**config.mk**
```make
export PLATFORM = sky130hd
export DESIGN_NAME = cbs_lane
export DESIGN_NICKNAME = d
export VERILOG_FILES = /design/src/cbs_pkg.sv /design/src/cbs_lane.sv
export SDC_FILE = /design/constraint.sdc
export NUM_CORES = 1
export LEC_CHECK = 0
export BUFFER_PORTS_ARGS = -buffer_cell sky130_fd_sc_hd__buf_2
export CAP_MARGIN = 20
export CORE_UTILIZATION = 64
export CTS_BUF_LIST = sky130_fd_sc_hd__clkbuf_16
export CTS_CLUSTER_SIZE = 14
export DETAILED_ROUTE_END_ITERATION = 10
export PLACE_DENSITY = 0.92
export RECOVER_POWER = 25
export SETUP_SLACK_MARGIN = 0.05
export SLEW_MARGIN = 15
export SYNTH_ARGS = -nofsm -noshare
export SYNTH_HDL_FRONTEND = slang
export SYNTH_SLANG_ARGS = --single-unit
```
**constraint.sdc**
```tcl
create_clock -name aclk -period 8.6 [get_ports aclk]
set_input_delay 1.72 -clock aclk [delete_from_list [all_inputs] [get_ports aclk]]
set_output_delay 1.72 -clock aclk [all_outputs]
set_load 0.02 [all_outputs]
```
**src/cbs_pkg.sv**
```systemverilog
// ----------------------------------------------------------------------------
// cbs_pkg
// shared types and widths for the cubic bezier sampler
// ----------------------------------------------------------------------------
`default_nettype none

package cbs_pkg;

    localparam int COORD_W = 16;
    localparam int STEP_W  = 6;
    localparam int WGT_W   = 17;
    localparam int PROD_W  = 33;
    localparam int SUM_W   = 35;
    localparam int NUM_PTS = 8;
    localparam int NUM_TRM = 4;
    localparam int STEPS   = 64;

    typedef logic signed [COORD_W-1:0] coord_t;
    typedef logic        [WGT_W-1:0]   weight_t;
    typedef logic signed [PROD_W-1:0]  prod_t;
    typedef logic        [STEP_W-1:0]  step_t;

    // control that travels with one sample through the pipeline
    typedef struct packed {
        logic  valid;
        step_t index;
        logic  last;
    } meta_t;

endpackage

`default_nettype wire

```
**src/cbs_lane.sv**
```systemverilog
// ----------------------------------------------------------------------------
// cbs_lane
// one bernstein term: weight times coordinate, registered
// ----------------------------------------------------------------------------
`default_nettype none

module cbs_lane (
    input  wire             aclk,
    input  wire             adv,
    input  cbs_pkg::weight_t weight,
    input  cbs_pkg::coord_t  coord,
    output cbs_pkg::prod_t   prod_reg
);
    import cbs_pkg::*;

    logic signed [WGT_W:0]            w_s;
    logic signed [WGT_W+COORD_W:0]    full;
    prod_t                            prod_next;

    // weight is unsigned, widen by one zero bit before the signed multiply
    assign w_s       = signed'({1'b0, weight});
    assign full      = w_s * coord;
    assign prod_next = full[PROD_W-1:0];

    always_ff @(posedge aclk) begin
        if (adv) begin
            prod_reg <= prod_next;
        end
    end

endmodule

`default_nettype wire

```
==> Word level (Yosys, flattened, before mapping) <==
Index checks and enable logic that the tools add are counted.
{ "word_totals": {"inputBits": 35, "out_inout_bits": 33, "word_cells": 2, "regBits": 33} }
{ "classes": {"multipliers": 1} }
{ "op_table": {"columns": ["operator", "n"], "rows": [
  ["multiplier 18 x 16 -> 33 bit", 1]
]} }

==> Logic depth before layout (Yosys ltp) <==
{ "depth": {"ltp_word": 1, "ltp_mapped": 23, "depth_no_buf": 21} }

==> Worst setup path after synthesis <==
OpenSTA, ideal clock, no wires.
{ "synth_timing": {"path_type": "input to register", "from": "input port coord[1]", "to": "register prod_reg[32] (data pin)", "arrival_ns": 6.819, "path_stages": 19, "setup_ns": 0.259, "required_time_ns": 8.341, "setup_slack_ns": 1.522, "path_buffers": 1, "cell_sequence": "clkbuf_1 -> and2_1 -> fa_1 -> inv_1 -> fa_1 -> inv_1 -> fa_1 -> inv_1 -> fa_1 -> fa_1 -> fa_1 -> inv_1 -> ha_1 -> nand2_1 -> or3_1 -> a311o_1 -> nor4_1 -> o211a_1 -> nor3_1"} }
{ "synth_via": {"elab_chain_cells": 1} }
{ "synth_rtl": {"columns": ["item", "line", "rtl"], "rows": [
  ["start, declared", "cbs_lane.sv:11", "input cbs_pkg::coord_t coord,"],
  ["multiplier 18 x 16 -> 33 bit", "cbs_lane.sv:22", "assign full = w_s * coord;"],
  ["named net full[32]", "cbs_lane.sv:17", "logic signed [WGT_W+COORD_W:0] full;"],
  ["end signal, assigned", "cbs_lane.sv:27", "prod_reg <= prod_next;"],
  ["end, declared", "cbs_lane.sv:12", "output cbs_pkg::prod_t prod_reg"]
]} }
The timed path passes the listed nets, and every way through them passes these cells.
A chain may end at the register's enable or synchronous reset.

==> Final worst setup path <==
{ "layout_timing": {"from": "input port coord[10]", "to": "register prod_reg[28] (data pin)"} }
Same word-level chain as after synthesis.

==> results_dict.tcl <==
set metrics [dict create \
    worst_pin_slew_ns 1.78 \
    layout.cells.non_filler 1360 \
    netlist_instances 1109 \
    die_w_um 129 \
    synth.area.mux_share_pct 0 \
    detail_route.wl_per_cell_um 17.2 \
    postSynth.asyncResetShare_pct 0 \
    synth_top_family_by_area "adder cells" \
    cts_hold_buf 0 \
    yosys.area_share.adder_pct 54.8 \
    grt_pass1_wl_um 38400 \
    hold_start "weight[0]" \
    cp-startpoint "coord[10]" \
    routed_via_density 5.63 \
    setup_ws_ns 1.31 \
    rsz0062_at_grt "false" \
    ys_warn_count 0 \
    final_nets 1504 \
    ys_top_cells_by_count "249 x inv_1, 208 x fa_1, 139 x nand2_1" \
    finalWirelength_um 23300 \
    postSynthAreaPerCell_sq_um 9.30 \
    ys_seq_area_share_pct 9.61 \
    critPathRequiredTime_ns 8.63 \
    path_clk_slew_ns 0.06 \
    crit_fanout 17 \
    cp.arrival_ns 7.32 \
    placement.io_buffers 67 \
    drv_slew 34 \
    status "complete, but fails checks" \
    drc 0 \
    io_pins 68 \
    ant_nets 0 \
    cts_tree "built" \
    fmax_ghz 0.137 \
    rows 46 \
    overflow 0 \
    yosys_register_bits 33 \
    max_slew_margin_pct -18.6 \
    layout_min_cycle_time_ns 7.29 \
    hold_slack_ns 2.00 \
    cts_resized 0 \
    synth.distinct_cells 44 \
    clock-sinks 33 \
    synth-main-ff-cell "edfxtp_1" \
    area_growth_pct 5.71 \
    startpoint_type "input port" \
    yosysTopAreaCell "fa_1" \
    path_class "input port to flop" \
    die_h_um 129 \
    core_area_sq_mm 0.0158 \
    drv_cap 1 \
    place_ws_ns 1.05 \
    grt_max_degree 34 \
    synth-xor-area-share_pct 2.63 \
    syn-num-nets 1471 \
    setup_violations 0 \
    dpl.hpwl_um 18800 \
    design.die.area_sq_mm 0.0166 \
    antenna_found_initial 0 \
    initial_core_util_pct 65.2 \
    cts_buffer_depth 2 \
    violations "max-capacitance violations, max-slew violations" \
    gp_congestion 0.913 \
    numPlacedInstances 1351 \
    setup-tns-final_ns 0 \
    h-tree-depth 2 \
    fill_cells 1205 \
    cts_inserted_buffers 5 \
    hold_path_class "input port to flop" \
    crit_path_end_kind "flop" \
    synthDominantCellAreaShare_pct 40.4 \
    synth-simple-area-share_pct 16.9 \
    postCtsSetupRepairBufs 0 \
    synth_compound_area_share_pct 5.48 \
    drive_above_1_share_pct 7.17 \
    period_share_pct 84.8 \
    drtIter0Drc 448 \
    synth.cell_area_sq_mm 0.0103 \
    synth.most_common_cell "inv_1" \
    hold_violations 0 \
    first_pass_iters 5 \
    root_buffer "clkbuf_16" \
    synth_edf_count 33 \
    grt_pass1_vias 8158 \
    synthTopCellsByArea "fa_1 40%, ha_1 14%, edfxtp_1 9.6%" \
    grt_usage_pct 30.1 \
    largest_reg_flops 33 \
    vias 7658 \
]
-- path summary, 6_finish.rpt --
check	end	slack [ns]	depth (start not counted)
max	prod_reg[28]$_DFFE_PP_	1.31	17
min	prod_reg[0]$_DFFE_PP_	2.00	2
-- cell type report --
cell class / count / area (sq um) / area share [%]
Inverter: 250 / 938 / 8.61
Tap cell: 216 / 270 / 2.48
Clock inverter: 3 / 13.8 / 0.126
Sequential cell: 33 / 991 / 9.09
Antenna cell: 1 / 2.50 / 0.0229
Timing Repair Buffer: 67 / 333 / 3.05
Clock buffer: 5 / 125 / 1.15
Multi-Input combinational cell: 785 / 8230 / 75.5
-- per-layer routing --
metal  GRT usage (%)  share of wire, %  vias up
met1            36.6                37     3823
met5               0                 0        -
met2            53.3                52      333
li1                -                 -     3416
met3            5.20               6.9       86
met4            12.2               4.1        0
-- placed cells by master (no fill, tap or decap), drive strengths merged, types with 17 or more instances in the layout --
| cell type | instances |
|---|---|
| and2 | 138 |
| nand2 | 139 |
| o21ai | 17 |
| a21oi | 22 |
| buf | 65 |
| edfxtp | 33 |
| xnor2 | 20 |
| ha | 119 |
| nor2 | 25 |
| fa | 208 |
| inv | 251 |
-- through the flow --
stage | util, % | instance area (sq um)
3_3_place_gp | 68.0 | 10800
6_report | 68.9 | 10900
5_1_grt | 68.9 | 10900
3_5_place_dp | 68.0 | 10800
4_1_cts | 68.9 | 10900
2_1_floorplan | - | 10300
-- critical path, cell delays in order --
cell      delay [ns]
buf_2           0.35
nand2_1         0.14
fa_1            0.53
fa_1            0.65
fa_1            0.47
fa_1            0.53
fa_1            0.44
fa_1            0.49
inv_1           0.04
ha_1            0.35
a21oi_1         0.31
o21ai_0         0.17
nor2b_1         0.16
a211oi_1        0.39
o31ai_2         0.18
a211oi_1        0.31
xnor2_1         0.10
-- cell families after synthesis --
kind of cell | count (synthesis)
fa+ha+maj | 327
compound gates | 83
simple gates | 344
xor+xnor | 31
flops | 33
buf+inv | 291
Power is left out: the tool's default activity adds up to more than one toggle a clock period on the data nets, which glitch-free logic cannot reach.
