===== src/cbs_pkg.sv =====
// ----------------------------------------------------------------------------
// cbs_pkg
// shared types and widths for the cubic bezier sampler
// ----------------------------------------------------------------------------
`default_nettype none

package cbs_pkg;

    localparam int COORD_W = 16;
    localparam int STEP_W  = 6;
    localparam int WGT_W   = 17;
    localparam int PROD_W  = 33;
    localparam int SUM_W   = 35;
    localparam int NUM_PTS = 8;
    localparam int NUM_TRM = 4;
    localparam int STEPS   = 64;

    typedef logic signed [COORD_W-1:0] coord_t;
    typedef logic        [WGT_W-1:0]   weight_t;
    typedef logic signed [PROD_W-1:0]  prod_t;
    typedef logic        [STEP_W-1:0]  step_t;

    // control that travels with one sample through the pipeline
    typedef struct packed {
        logic  valid;
        step_t index;
        logic  last;
    } meta_t;

endpackage

`default_nettype wire


===== src/cbs_merge.sv =====
// ----------------------------------------------------------------------------
// cbs_merge
// sums the lane products per axis, rounds, saturates and drives the output beat
// ----------------------------------------------------------------------------
`default_nettype none

module cbs_merge (
    input  wire                           aclk,
    input  wire                           aresetn,
    input  cbs_pkg::prod_t                prods [cbs_pkg::NUM_PTS],
    input  cbs_pkg::meta_t                meta,
    output logic                          adv,
    output logic                          m_tvalid,
    input  wire                           m_tready,
    // m_tdata fields from bit 0: curve_x[15:0], curve_y[15:0], sample_number[5:0], zero pad
    output logic [39:0]                   m_tdata,
    output logic                          m_tlast
);
    import cbs_pkg::*;

    logic signed [SUM_W-1:0]   sum_x;
    logic signed [SUM_W-1:0]   sum_y;
    coord_t                    x_next;
    coord_t                    y_next;
    coord_t                    x_reg;
    coord_t                    y_reg;
    step_t                     idx_reg;
    logic                      last_reg;
    logic                      valid_reg;

    // round half up, dropping the q.16 weight fraction, and clamp to the 16 bit range
    function automatic coord_t round_sat(input logic signed [SUM_W-1:0] s);
        logic signed [SUM_W-1:0] b;
        logic signed [SUM_W-17:0] r;
        b = s + SUM_W'(32768);
        r = b[SUM_W-1:16];
        if (r > (SUM_W-16)'(32767)) begin
            round_sat = 16'sh7fff;
        end else if (r < -(SUM_W-16)'(32768)) begin
            round_sat = 16'sh8000;
        end else begin
            round_sat = r[COORD_W-1:0];
        end
    endfunction

    // even lanes carry x terms, odd lanes y terms
    always_comb begin
        sum_x = '0;
        sum_y = '0;
        for (int k = 0; k < NUM_TRM; k++) begin
            sum_x = sum_x + SUM_W'(prods[2*k]);
            sum_y = sum_y + SUM_W'(prods[2*k+1]);
        end
        x_next = round_sat(sum_x);
        y_next = round_sat(sum_y);
    end

    // pipeline moves whenever the output register is free or being taken
    assign adv = !valid_reg || m_tready;

    always_ff @(posedge aclk) begin
        if (!aresetn) begin
            valid_reg <= 1'b0;
        end else if (adv) begin
            valid_reg <= meta.valid;
        end
    end

    always_ff @(posedge aclk) begin
        if (adv) begin
            x_reg    <= x_next;
            y_reg    <= y_next;
            idx_reg  <= meta.index;
            last_reg <= meta.last;
        end
    end

    assign m_tvalid = valid_reg;
    assign m_tdata  = {2'b00, idx_reg, y_reg, x_reg};
    assign m_tlast  = last_reg;

endmodule

`default_nettype wire


===== config.mk =====
export PLATFORM = sky130hd
export DESIGN_NAME = cbs_merge
export DESIGN_NICKNAME = d
export VERILOG_FILES = /design/src/cbs_pkg.sv /design/src/cbs_merge.sv
export SDC_FILE = /design/constraint.sdc
export NUM_CORES = 1
export LEC_CHECK = 0
export ABC_CLOCK_PERIOD_IN_PS = 5350
export BUFFER_PORTS_ARGS = -buffer_cell sky130_fd_sc_hd__buf_2
export CORE_MARGIN = 4
export CORE_UTILIZATION = 35
export CTS_BUF_LIST = sky130_fd_sc_hd__clkbuf_8 sky130_fd_sc_hd__clkbuf_16
export DETAILED_ROUTE_END_ITERATION = 8
export PLACE_DENSITY_LB_ADDON = 0.2
export SYNTH_ARGS = -nofsm -noshare
export SYNTH_HDL_FRONTEND = slang
export SYNTH_SLANG_ARGS = --single-unit

===== constraint.sdc =====
create_clock -name aclk -period 5.35 [get_ports aclk]
set_input_delay 0.2675 -clock aclk [delete_from_list [all_inputs] [get_ports aclk]]
set_output_delay 0.2675 -clock aclk [all_outputs]
set_load 0.005 [all_outputs]

# Word level (Yosys, flattened, before mapping)
# Cells that the tools add are included.
# Widths: inputs -> output; s select.
# classes
mux	2
n_addsub	8
n_reduce_logical	2
magnitude_cmp	4
# ops
cell	count
$add 34x33->35	2
$add 35x17->35 const B	2
$add 35x33->35	2
$add 33x33->34	2
$gt 19x16->1 const B	2
$lt 19x16->1 const B	2
$mux 16	2
$logic_not 1->1	1
$logic_or 1x1->1	1
# totals
input_bits	275
reg_bits	40
output_inout_bits	43
wordCells	21

# Depth between registers and ports, before layout
# Gate-level depths: netlist (run 1).
# depth
ltp_word	6
mapped_depth	17
mapped_depth_nobuf	15

# Worst setup path after synthesis (run 1)
# No wires, ideal clock.
# synth_timing
kind	in2reg
start	input port prods[14] (netlist name)
end	register y_reg[5], data pin
path_slack_ns	1.137
t_arrival_ns	3.952
cell_stages	16
path_buffers	1
setup_ns	0.261
path_cell_list	inv_1 fa_1 inv_1 fa_1 fa_1 ha_1 nand4_1 nor4_1 o41ai_1 and3_1 o21bai_1 xnor2_1 o21ai_1 o31ai_2 clkbuf_4 o22ai_2
# synth_via
elab_chain_len	4
# synth_lines
item	line	rtl
from (decl)	cbs_merge.sv:10	input cbs_pkg::prod_t prods [cbs_pkg::NUM_PTS],
$add 35x33->35 (*)	cbs_merge.sv:52	sum_y = sum_y + SUM_W'(prods[2*k+1]);
$add 35x17->35 (*)	cbs_merge.sv:35	b = s + SUM_W'(32768);
$lt 19x16->1	cbs_merge.sv:39	end else if (r < -(SUM_W-16)'(32768)) begin
$mux 16	cbs_merge.sv:39	
to (signal assigned)	cbs_merge.sv:72	y_reg <= y_next;
to (decl)	cbs_merge.sv:26	coord_t y_reg;
# Every way passes the cells marked *; elsewhere a longest branch is shown, timed or not.
# A chain may end at the register's enable or synchronous reset.

# Final worst setup path (run 1)
# layout_timing
start	input port prods[44] (netlist name)
end	register x_reg[8], data pin
# layout_via
elab_chain_len	4
# layout_lines
item	line	rtl
$add 35x33->35 (*)	cbs_merge.sv:51	sum_x = sum_x + SUM_W'(prods[2*k]);
$add 35x17->35 (*)	cbs_merge.sv:35	
$lt 19x16->1	cbs_merge.sv:39	
$mux 16	cbs_merge.sv:39	
to (signal assigned)	cbs_merge.sv:71	x_reg <= x_next;
to (decl)	cbs_merge.sv:25	coord_t x_reg;
# Marked as above.

==> results of run 1 <==
==> critical path, stage by stage <==
cell,delay [ps]
buf_2,80
inv_1,40
fa_1,520
inv_1,50
fa_1,450
ha_1,320
ha_1,370
a21oi_1,340
o211ai_1,180
nand3_1,140
o211ai_2,170
a2111oi_2,370
xor2_1,270
nor3b_1,100
o21ai_2,600
nor2_1,110
==> placed cells by master, fill, tap and decap left out, types with 17 or more instances in the layout <==
| cell | Yosys | routed |
|---|---|---|
| o21ai_0 | 26 | 26 |
| edfxtp_1 | 39 | 39 |
| a21oi_1 | 71 | 71 |
| xor2_1 | 17 | 17 |
| fa_1 | 132 | 132 |
| nor2_1 | 27 | 27 |
| xnor2_1 | 20 | 20 |
| buf_2 | 9 | 315 |
| nand2_1 | 39 | 39 |
| ha_1 | 126 | 126 |
| inv_1 | 281 | 281 |
==> layer usage <==
metal	wire length, um	track usage, %	share of wire, %
met2	11500	28.4	52
met5	0	0	0
met4	126	1.65	0.57
met1	8950	19.5	41
met3	1350	2.11	6.1
==> power groups by stage <==
stage               combinational [mW]  clock [mW]  sequential [mW]
finish                            3.42       0.305            0.654
floorplan                         2.56           0            0.659
detailed placement                3.45           0            0.658
global route                      3.90       0.335            0.666
global placement                  3.43           0            0.661
CTS                               3.47       0.316            0.659
==> kinds of logic (layout without fill, tap and decap cells) <==
kind of cell               count (synthesis)  after routing  synth area share, %
AOI/OAI and AO/OA                        213            213                 16.2
xor gates and xnor gates                  37             37                 3.54
adders and majority gates                258            258                 46.0
buffers and inverters                    300            608                 12.7
DFF                                       40             40                 13.0
muxes                                      1              1                0.123
other                                      1              2               0.0409
and+or+nand+nor                          147            147                 8.41
==> layout make-up <==
class	instances	area, um^2	area share [%]
repair buffers	319	1610	14.3
inverters	281	1050	9.40
clock buffers	5	125	1.12
flip-flops and latches	40	1190	10.6
well taps	330	413	3.68
clock inverters	3	13.8	0.123
multi-input cells	658	6820	60.7
==> how the worst max path moves through the flow <==
stage / startpoint / to / slack (ps) / depth (start not counted)
2_1_floorplan: prods[14] / y_reg[5] / 1140 / 16
3_3_place_gp: prods[44] / x_reg[8] / 690 / 16
3_5_place_dp: prods[44] / x_reg[8] / 630 / 16
4_1_cts: prods[44] / x_reg[8] / 930 / 16
5_1_grt: prods[44] / x_reg[14] / 660 / 16
6_report: prods[44] / x_reg[8] / 960 / 16
==> summary.txt, run 1 <==
Critical path
  – CP required: 5370 ps
  – Origin of the critical flop-to-flop path: m_tvalid
  – Worst r2r dst: x_reg[8]
  – Worst R2R Setup Slack: a little over 4000 ps
  – Critical-path maximum fanout: 15
  – Setup crit start kind: input pin
  – Critical path endpoint category: flop
  – Worst Path Arrival: roughly 4400 ps
  – WS Path Type: input pin to flop
  – Worst reg2reg path depth: 2

Status
  – Status: completed

Global route
  – GRT overflow: 0
  – Largest net degree at the start of global routing: 42
  – First-pass GRT wire length: 36,500 um
  – Initial antenna violation count: 0
  – GRT Util Overall: 15.3%
  – Vias in the first global route: 7,754

Timing
  – RSZ-0062 raised after global routing: false
  – Clk_skew: slightly above 7 ps
  – Max Transition Viols Final: 0
  – Max-slew headroom: 51.7%
  – Final setup TNS: 0 ps
  – Worst slew pin tran: 724 ps
  – Period Utilization, post-route: 82.0%
  – Final Worst Setup Slack: 963 ps
  – Achievable Freq: 0.228 GHz
  – Final min period: 4390 ps
  – Hold WS: 141 ps
  – Final Setup Violations: 0
  – Hold Vio Cnt, Final: 0

Die
  – IO Pins: ~320
  – Die area: between 20,000 and 30,000 um^2
  – Die height: 170 um
  – Initial Util: 36.0%
  – Area of the core: 25,500 um^2
  – FP Rows: 58
  – Die Width: 170 um

Yosys
  – Syn_area_per_cell: 9.19 um^2
  – Synth top area share: 28.8%
  – Synth warn: 0
  – Yosys top cell by area: fa_1
  – Post-synth EDFFs: 39
  – Main flop type after synthesis: edfxtp_1
  – Number of cells produced by synthesis: 997
  – Synth area leaders: fa_1 29%, ha_1 17%, edfxtp_1 13%, inv_1 12%, a21oi_1 3.9%
  – Synth Cell Area: 9170 um^2
  – Synth Register Bits: 40
  – Most numerous cell in the Yosys netlist: inv_1
  – Top post-synthesis cells by count: 281 x inv_1, 132 x fa_1, 126 x ha_1, 71 x a21oi_1
  – Async SR Flop Fraction: 0%
  – Sequential area share after synthesis: 13.0%
  – Cell variety after synth: 71

Layout
  – Cell Count, Final, Fillers Out: approximately 1,600
  – Final nets: 1,838
  – Inserted Diodes: 0
  – Final core utilization: 44.1%
  – Fraction of layout cells with a size suffix above 1: 27.5%
  – Final-layout fill cell count: 2,544
  – Layout area overhead: 22.4%
  – Final instance area: 11,200 um^2

CTS
  – Resized Gates After CTS: 0
  – Clock insertion delay at the later pin of the skew report: approximately 290 ps
  – Clk Tree Root Cell: clkbuf_16
  – Post-CTS setup buffers: 0
  – Clock buffer depth: 2
  – Clk sinks: 40
  – Num CTS Buffers: 5
  – Worst-path clk slew: 70 ps
  – CTS Hold Bufs: 0
  – CTS tree: built
  – H-tree level count: 2

Hold path
  – Worst hold path depth: 1
  – Worst Hold Path EP: idx_reg[4]
  – HP Class: input pin to flop
  – HP Start: meta[5]

Route
  – Vias/cell: 4.69
  – Drt total wl: 21,900 um
  – Wire per inst: between 10 and 15 um
  – Vias post-DR: 7,666
  – TritonRoute pass-1 iters: 4
  – Drc violations: 0
  – Routed Antenna Nets: 0
  – DR iter-0 viols: about 210

Power
  – Sw Share: 48.7%
  – Net switching power: around 2.1 mW
  – Pint: 2.24 mW
  – Clock power share: ~7.0%
  – Pwr/cell area: 390 nW/um^2
  – Leakage power total: 6.10 nW
  – Total power: 4.38 mW
  – Register share of total power: 14.9%
  – Peak supply drop: 0.219 mV
  – Combinational Power Share: 78.1%

Placed design
  – GPL Wtd Cong: 0.825
  – Dpl cell area: ~11,000 um^2
  – # port buffers: 315
  – DP Cell Count: 1,628
  – Hpwl dp: 19,600 um
  – Pre-CTS setup slack: 633 ps

Run
  – Max-cap violations: 0
No activity file was read; power rests on OpenSTA's default activity.
==> run 2: changes to the inputs <==
--- a/config.mk
+++ b/config.mk
@@ -5,7 +5,8 @@
 export SDC_FILE = /design/constraint.sdc
 export NUM_CORES = 1
 export LEC_CHECK = 0
-export ABC_CLOCK_PERIOD_IN_PS = 5350
+export ABC_AREA = 1
+export ABC_CLOCK_PERIOD_IN_PS = 4400
 export BUFFER_PORTS_ARGS = -buffer_cell sky130_fd_sc_hd__buf_2
 export CORE_MARGIN = 4
 export CORE_UTILIZATION = 35
==> constraint.sdc (replaced) <==
create_clock -name aclk -period 4.4 [get_ports aclk]
set_input_delay 0.22 -clock aclk [delete_from_list [all_inputs] [get_ports aclk]]
set_output_delay 0.22 -clock aclk [all_outputs]
set_load 0.005 [all_outputs]
==> summary.txt, run 2 <==
Die
  – Initial Util: 35.4% (-0.53 points)
  – FP Rows: 61 (+5.2%)
  – Die area: 30,900 um^2 (+7.1%)
  – Die height: 176 um (+3.5%)
  – IO Pins: 318 (unchanged)
  – Die Width: 176 um (+3.5%)
  – Area of the core: 27,800 um^2 (+9.1%)

Power
  – Clock power share: 7.7% (+0.7 points)
  – Pint: 2.68 mW (+19%)
  – Leakage power total: 7.18 nW (+18%)
  – Pwr/cell area: 484 nW/um^2 (+24%)
  – Peak supply drop: 0.156 mV (-29%)
  – Sw Share: 54.0% (+5.3 points)
  – Combinational Power Share: 78.9% (+0.8 points)
  – Net switching power: 3.15 mW (+48%)
  – Total power: 5.83 mW (+33%)
  – Register share of total power: 13.4% (-1.5 points)

Yosys
  – Number of cells produced by synthesis: 1,337 (+34%)
  – Main flop type after synthesis: edfxtp_1
  – Post-synth EDFFs: 39 (unchanged)
  – Yosys top cell by area: fa_1
  – Sequential area share after synthesis: 12.1% (-0.90 points)
  – Synth Cell Area: 9850 um^2 (+7.5%)
  – Async SR Flop Fraction: 0% (unchanged)
  – Top post-synthesis cells by count: 373 x inv_1, 337 x nand2_1, 132 x fa_1, 126 x ha_1, 95 x nor2_1
  – Most numerous cell in the Yosys netlist: inv_1
  – Syn_area_per_cell: 7.37 um^2 (-20%)
  – Synth top area share: 26.8% (-2.0 points)
  – Synth area leaders: fa_1 27%, ha_1 16%, inv_1 14%, nand2_1 13%, edfxtp_1 12%
  – Synth Register Bits: 40 (unchanged)
  – Cell variety after synth: 33 (-54%)
  – Synth warn: 0 (unchanged)

Route
  – Wire per inst: 12.9 um (-3.4%)
  – Routed Antenna Nets: 0 (unchanged)
  – DR iter-0 viols: 386 (+85%)
  – TritonRoute pass-1 iters: 5 (+1)
  – Drc violations: 0 (unchanged)
  – Drt total wl: 26,400 um (+20%)
  – Vias post-DR: 9,021 (+18%)
  – Vias/cell: 4.43 (-5.5%)

Layout
  – Inserted Diodes: 0 (unchanged)
  – Layout area overhead: 22.4% (about the same)
  – Final nets: 2,192 (+19%)
  – Final instance area: 12,100 um^2 (+7.4%)
  – Commonest cells after routing, fill and taps aside: 373 x inv_1, 336 x nand2_1, 315 x buf_2
  – Most common cell after layout, fill and taps aside: inv_1
  – Fraction of layout cells with a size suffix above 1: 21.6% (-5.9 points)

CTS
  – Clock buffer depth: 2 (unchanged)
  – Clock insertion delay at the later pin of the skew report: 300 ps (about the same)
  – CTS Hold Bufs: 0 (unchanged)
  – Clk Tree Root Cell: clkbuf_16
  – Clk sinks: 40 (unchanged)
  – Worst-path clk slew: 60 ps (about the same)
  – CTS tree: built
  – Post-CTS setup buffers: 0 (unchanged)
  – Resized Gates After CTS: 0 (unchanged)
  – H-tree level count: 2 (unchanged)
  – Num CTS Buffers: 5 (unchanged)

Placed design
  – Hpwl dp: 24,000 um (+22%)
  – Pre-CTS setup slack: 365 ps (-268 ps)
  – # port buffers: 315 (unchanged)
  – Dpl cell area: 11,900 um^2 (+7.2%)
  – GPL Wtd Cong: 0.901 (+9.3%)

Critical path
  – Critical-path maximum fanout: 15 (unchanged)
  – Critical path endpoint category: flop
  – CP required: 4430 ps (-940 ps)
  – Worst R2R Setup Slack: 3010 ps (-1110 ps)
  – Worst Path Arrival: 3780 ps (-630 ps)
  – WS Path Type: input pin to flop
  – Setup crit start kind: input pin

Timing
  – Clk_skew: 11.8 ps (+4.70 ps)
  – Period Utilization, post-route: around 85%
  – Final min period: 3750 ps
  – Final Setup Violations: 0 (unchanged)
  – Max-slew headroom: 66.4% (+15 points)
  – Max Transition Viols Final: 0 (unchanged)
  – Hold WS: 98.0 ps (-42.8 ps)
  – Final setup TNS: 0 ps (unchanged)
  – Hold Vio Cnt, Final: 0 (unchanged)
  – RSZ-0062 raised after global routing: false
  – Achievable Freq: roughly 0.27 GHz
  – Final Worst Setup Slack: 650 ps (-313 ps)
  – Worst slew pin tran: 504 ps (-220 ps)

Global route
  – GRT overflow: 0 (unchanged)
  – GRT Util Overall: 17.1% (+1.9 points)
  – Vias in the first global route: 8,997 (+16%)
  – First-pass GRT wire length: 43,500 um (+19%)
  – Initial antenna violation count: 0 (unchanged)
  – Largest net degree at the start of global routing: 34 (-19%)

Hold path
  – HP Class: input pin to flop

Status
  – Status: completed

Run
  – Max-cap violations: 0 (unchanged)
==> run 2: cells by family after synthesis <==
family          after synthesis  share of synthesized area, %
simple gates                522                          21.6
flops                        40                          12.1
xor+xnor                     28                          2.49
fa+ha+maj                   258                          42.8
compound gates              106                          6.02
other cells                   1                        0.0381
buf+inv                     382                          14.9
==> run 2: worst max-delay path, cell delays in order <==
cell	delay, ps
buf_2	80
inv_1	40
fa_1	530
inv_1	50
fa_1	400
fa_1	450
ha_1	400
nand2_1	130
o21ai_0	350
nor2_1	90
nand2_1	190
nand2_1	110
nand3_1	110
nand3_2	100
o21ai_4	400
nand2_1	120
==> run 2: path summary, 6_finish.rpt <==
check | depth (start not counted) | endpoint | startpoint
max | 16 | y_reg[3] | prods[14]
min | 1 | idx_reg[4] | meta[5]
max reg2reg | 2 | y_reg[3] | m_tvalid
min reg2reg | 2 | m_tvalid | m_tvalid
==> run 2: area by class of cell <==
| type | instances | area [um^2] |
|---|---|---|
| Clock inverter | 3 | 46.3 |
| Multi-Input combinational cell | 916 | 7200 |
| Timing Repair Buffer | 320 | 1610 |
| Fill cell | 2996 | 15700 |
| Sequential cell | 40 | 1190 |
| Inverter | 376 | 1410 |
| Clock buffer | 5 | 125 |
| Tap cell | 378 | 473 |
==> run 2: power by group through the flow <==
stage	Sequential [mW]	Combinational, mW	Clock [mW]
2_1_floorplan	0.801	3.26	0
4_1_cts	0.784	4.65	0.470
5_1_grt	0.798	5.31	0.481
3_3_place_gp	0.792	4.61	0
3_5_place_dp	0.786	4.62	0
6_report	0.780	4.60	0.451
==> run 2: metal layers <==
layer  track usage (%)  wire, um  vias to the layer above
li1                  -         -                     4649
met1              25.5     12700                     4104
met2              26.5     11500                      250
met3              3.49      1890                       18
met4              2.34       267                        0
met5                 0         0                        -
==> run 2: metrics by stage <==
step	util (%)	instances
after floorplan	-	1338
after global placement	42.8	2030
after detailed placement	42.8	2030
after CTS	43.4	2038
after global routing	43.4	2038
final	43.4	2038
